===== src/rtl/i2f_pkg.sv =====
`timescale 1ns / 1ps
`default_nettype none

package i2f_pkg;

    // operand and result widths
    localparam int INT_W  = 32;
    localparam int FLT_W  = 32;
    localparam int FRAC_W = 23;
    localparam int EXP_W  = 8;
    localparam int LEAD_W = $clog2(INT_W);

    // exponent bias and the largest exponent this block can produce
    localparam logic [EXP_W-1:0] EXP_BIAS = 8'd127;
    localparam logic [EXP_W-1:0] EXP_MAX  = 8'd158;

    // number of register stages between input acceptance and output
    localparam int PIPE_DEPTH = 4;

endpackage

`default_nettype wire


===== src/rtl/int32_to_float32_convert.sv =====
`timescale 1ns / 1ps
`default_nettype none

// int32 to ieee 754 single conversion, round to nearest, ties to even
//
// channels: the slave side (s_axis_*) takes one signed 32-bit integer per item,
// and the master side (m_axis_*) returns the 32-bit float encoding of it
// (sign bit 31, biased exponent 30..23, fraction 22..0)
//
// pipeline: an accepted item passes through four register stages, sign and
// magnitude, leading-one detect, normalizing shift, and round and pack, and
// its result then shows on m_axis_tvalid
// throughput: one item per cycle, sustained, while the receiver takes results
//
// stall: all stages advance together; when the output register holds a
// result the receiver has not taken, s_axis_tready drops and every stage
// holds, so no item is lost or repeated; a bubble in the output register
// lets the pipeline advance
//
// reset: synchronous, active low; it clears every stage valid bit, so the
// block comes out of reset empty and ready with no result pending
module int32_to_float32_convert (
    input  wire                            i_clk,
    input  wire                            i_rst_n,
    // slave side
    input  wire                            s_axis_tvalid,
    output logic                           s_axis_tready,
    input  wire  [i2f_pkg::INT_W-1:0]      s_axis_tdata,   // [31:0] int_value
    // master side
    output logic                           m_axis_tvalid,
    input  wire                            m_axis_tready,
    output logic [i2f_pkg::FLT_W-1:0]      m_axis_tdata    // [31:0] float_bits
);

    localparam int INT_W  = i2f_pkg::INT_W;
    localparam int FLT_W  = i2f_pkg::FLT_W;
    localparam int FRAC_W = i2f_pkg::FRAC_W;
    localparam int EXP_W  = i2f_pkg::EXP_W;
    localparam int LEAD_W = i2f_pkg::LEAD_W;

    // stage 1: sign and magnitude
    logic              r1_valid, r1_sign, r1_zero;
    logic [INT_W-1:0]  r1_mag;

    // stage 2: leading one position
    logic              r2_valid, r2_sign, r2_zero;
    logic [INT_W-1:0]  r2_mag;
    logic [LEAD_W-1:0] r2_lead;

    // stage 3: normalized magnitude, leading one at the top bit
    logic              r3_valid, r3_sign, r3_zero;
    logic [INT_W-1:0]  r3_norm;
    logic [EXP_W-1:0]  r3_expo;

    // stage 4: output register
    logic              r4_valid;
    logic [FLT_W-1:0]  r4_data;

    // one enable moves the whole pipe
    logic w_adv;
    assign w_adv         = !r4_valid || m_axis_tready;
    assign s_axis_tready = w_adv;

    // next values
    logic [INT_W-1:0]  n1_mag;
    logic [LEAD_W-1:0] n2_lead;
    logic [INT_W-1:0]  n3_norm;
    logic [EXP_W-1:0]  n3_expo;
    logic              n4_inc;
    logic [FLT_W-2:0]  n4_body;
    logic [FLT_W-1:0]  n4_data;

    // two's complement negate; the most negative value maps onto 2^31 itself
    assign n1_mag = s_axis_tdata[INT_W-1] ? (~s_axis_tdata + 1'b1) : s_axis_tdata;

    // priority encoder, highest set bit wins
    always_comb begin
        n2_lead = '0;
        for (int i = 0; i < INT_W; i++) begin
            if (r1_mag[i]) begin
                n2_lead = LEAD_W'(i);
            end
        end
    end

    // shift by (INT_W-1 - lead), which is ~lead for a power-of-two width
    assign n3_norm = r2_mag << (~r2_lead);
    assign n3_expo = EXP_W'(r2_lead) + i2f_pkg::EXP_BIAS;

    // guard is the top dropped bit, sticky the rest, lsb the kept fraction lsb
    assign n4_inc  = r3_norm[INT_W-FRAC_W-2]
                     && (r3_norm[INT_W-FRAC_W-1] || (|r3_norm[INT_W-FRAC_W-3:0]));
    // a carry out of the fraction lands in the exponent
    assign n4_body = {r3_expo, r3_norm[INT_W-2 -: FRAC_W]} + (FLT_W-1)'(n4_inc);
    assign n4_data = r3_zero ? '0 : {r3_sign, n4_body};

    always_ff @(posedge i_clk) begin
        if (!i_rst_n) begin
            r1_valid <= 1'b0;
            r2_valid <= 1'b0;
            r3_valid <= 1'b0;
            r4_valid <= 1'b0;
        end else if (w_adv) begin
            r1_valid <= s_axis_tvalid;
            r2_valid <= r1_valid;
            r3_valid <= r2_valid;
            r4_valid <= r3_valid;
        end
    end

    // payload needs no reset
    always_ff @(posedge i_clk) begin
        if (w_adv) begin
            r1_sign <= s_axis_tdata[INT_W-1];
            r1_zero <= (s_axis_tdata == '0);
            r1_mag  <= n1_mag;

            r2_sign <= r1_sign;
            r2_zero <= r1_zero;
            r2_mag  <= r1_mag;
            r2_lead <= n2_lead;

            r3_sign <= r2_sign;
            r3_zero <= r2_zero;
            r3_norm <= n3_norm;
            r3_expo <= n3_expo;

            r4_data <= n4_data;
        end
    end

    assign m_axis_tvalid = r4_valid;
    assign m_axis_tdata  = r4_data;

endmodule

`default_nettype wire


===== config.mk =====
export PLATFORM = sky130hd
export DESIGN_NAME = int32_to_float32_convert
export DESIGN_NICKNAME = d
export VERILOG_FILES = /design/src/rtl/i2f_pkg.sv /design/src/rtl/int32_to_float32_convert.sv
export SDC_FILE = /design/constraint.sdc
export NUM_CORES = 1
export LEC_CHECK = 0
export BUFFER_PORTS_ARGS = -buffer_cell sky130_fd_sc_hd__buf_2
export CORE_AREA = 8 8 130 156
export DETAILED_ROUTE_END_ITERATION = 16
export DIE_AREA = 0 0 138 164
export GPL_ROUTABILITY_DRIVEN = 1
export PLACE_DENSITY = 0.65
export SLEW_MARGIN = 25
export SYNTH_ARGS = -nofsm -noshare
export SYNTH_HDL_FRONTEND = slang
export SYNTH_SLANG_ARGS = --single-unit
export TNS_END_PERCENT = 5

===== constraint.sdc =====
create_clock -name i_clk -period 6.85 [get_ports i_clk]
set_input_delay 1.37 -clock i_clk [delete_from_list [all_inputs] [get_ports i_clk]]
set_output_delay 1.37 -clock i_clk [all_outputs]
set_load 0.1 [all_outputs]

==> metrics <==
status completed; layout cells sized above 1 0.2142; vias in the first global route 5,254; clock-pin slew on the worst setup and hold paths 50 ps; Seq. cell area roughly 4400 um2; core area 17,840 um2; crit path max fanout 34; fin crit period 3742 ps; Comb power frac 0.301; final setup violation count 0; CTS Buffer Depth 2; static leakage roughly 3.3 nW; Worst EP required 5480 ps; top cells by area, synth edfxtp_1 (55%), mux4_2 (4.9%), xnor2_1 (4.8%); Initial Util 0.4399; area post-placement 8388 um2; Total GRT Usage 0.1368; pin count of the biggest net entering global routing 76; Post-Synthesis Cells 640; endpoint class of the critical path output pin; Final Power 3.136 mW; synth warn 0; Die Area approximately 23,000 um2; worst slew pin tran 869.4 ps; sequential share of power 0.417; fin nets 745; RSZ-0062 raised after global routing no; grt ovf 0; Pint 2.019 mW; Final Cycle Share 0.5462; boundary pin count 70; WL/cell 16.41 um; multi-input gate area in the final layout 3212 um2; number of max-cap violations 0; clk_lat worst skew ~410 ps; commonest cells after routing, fill and taps aside edfxtp_1 (145), nor2_1 (72), buf_2 (69); Post-CTS Setup Bufs 0; Data arrival, critical path 2370 ps; Area Growth Syn to Fin 14.38%; CTS Buf Count 17; Post-CTS Hold Buffers 0; clk_skew slightly below 8 ps; Die Ht 164 um; peak supply drop ~0.17 mV; synthesis-stage register bit count about 150; port bufs 69; mean number of vias per cell 5.565; Clock Root Buffer clkbuf_16; Slew Viols, Final 0; Fmax 267.3 MHz; pwr dens 349.4 nW/um2; setup TNS 0 ps; fill cell total of the finished layout 1,584; htree depth 4; fin area around 9000 um2; Avg Inst Size Synth 12.26 um2; initial antenna violation count 0; Fin. Hold Viols 0; P_sw 1.117 mW; EDFF count, synth 145; Switching Fraction 0.3562; post-synth top area cell edfxtp_1; CTS tree built; Antenna Nets Post-Route 0; vias after detailed routing 5,248; Die X between 100 and 150 um; Site Rows 54; Post-Route WL 15,480 um; first-pass GRT wire length 25,210 um; clock share of power 0.282; ys async rst share 0; Worst setup SP type input pin; commonest non-fill, non-tap cell in the layout edfxtp_1; post-synth cell types 69; post-synthesis sequential area ratio 0.5651; Diodes inserted 0; critical path class input pin to output pin; Post-DP HPWL 11,750 um; Iter 0 DRT Violations 208; prevailing post-synth register cell edfxtp_1; hold crit path type flip-flop to flip-flop; Yosys top cell area share 0.5549; final core occ 0.5032; CTS sink cnt ~150; Pre-antenna DRT Iters 6; Max-slew headroom 0.4204; syn_nets 679; post-CTS sizing 0; residual DRC count 0; GPL Wtd Cong about 0.94; cell area after synthesis 7846 um2
## flip-flops by register name, indices dropped and copies added, names as in the netlist
name	flops
r1_zero	1
r1_valid	1
r2_sign	1
r2_zero	1
m_axis_tvalid	1
r3_valid	1
r3_sign	1
r1_sign	1
r2_lead	5
m_axis_tdata	32
r2_mag	31
r3_expo	8
r3_zero	1
r1_mag	32
r3_norm	31
r2_valid	1
## final timing paths
| check | from | endpoint | slack (ps) | cells past startpoint |
|---|---|---|---|---|
| min | r1_sign | r2_sign | 420 | 0 |
| max reg2reg | r2_lead[0] | r3_norm[29] | 4150 | 5 |
| max | m_axis_tready | s_axis_tready | 3110 | 3 |
| min reg2reg | r1_sign | r2_sign | 420 | 0 |
## routing by layer
layer,up-vias,track usage,wire length (um)
met1,2457,0.1419,6335
li1,2589,-,-
met2,175,0.2513,7956
met5,-,0,0
met3,27,0.03239,704
met4,0,0.07521,482
## logic make-up after synthesis
group,share of synthesized area
adders and majority gates,0.004784
DFF,0.5651
xor gates and xnor gates,0.06251
buffers and inverters,0.02647
and+or+nand+nor,0.1465
muxes,0.08659
AOI/OAI and AO/OA,0.1080
## critical path: stages
cell	delay, ps
buf_2	70
nand2b_4	380
buf_2	520
## power groups by stage
stage	logic, mW	registers [mW]	clock network, mW
detailed placement	0.944	1.33	0
CTS	0.947	1.31	0.904
finish	0.943	1.31	0.885
floorplan	0.361	1.72	0
global placement	0.935	1.32	0
global route	0.999	1.33	0.938
## through the flow
| stage | hold WS (ps) | instances | setup WS, ps |
|---|---|---|---|
| 6_report | 418.6 | 943 | 3108 |
| 5_1_grt | 437.8 | 943 | 3022 |
| 4_1_cts | 417.6 | 942 | 3092 |
| 3_5_place_dp | 404.5 | 910 | 3092 |
| 3_3_place_gp | 404.5 | 910 | 3120 |
| 2_1_floorplan | 400.3 | 640 | 1710 |
## synthesized netlist by cell type (6+ instances only)
cell type,instances
nor2b_1,10
nor4_1,10
mux2i_1,18
inv_1,18
nor2_1,72
or3_1,11
xnor2_1,43
edfxtp_1,145
o21ai_0,21
xor2_1,13
nand3_1,13
nor3_1,14
a22oi_1,8
clkbuf_1,18
nand4_1,12
nand2_1,48
a21oi_1,22
mux4_2,17
a31oi_1,6
mux2_2,9
## layout make-up
class	instances	area share
clock inverters	13	0.01547
clock buffers	19	0.04824
well taps	224	0.03123
flip-flops and latches	149	0.4941
repair buffers	76	0.04517
inverters	19	0.007946
multi-input cells	443	0.3579
Power figures use the tool's default switching activity.
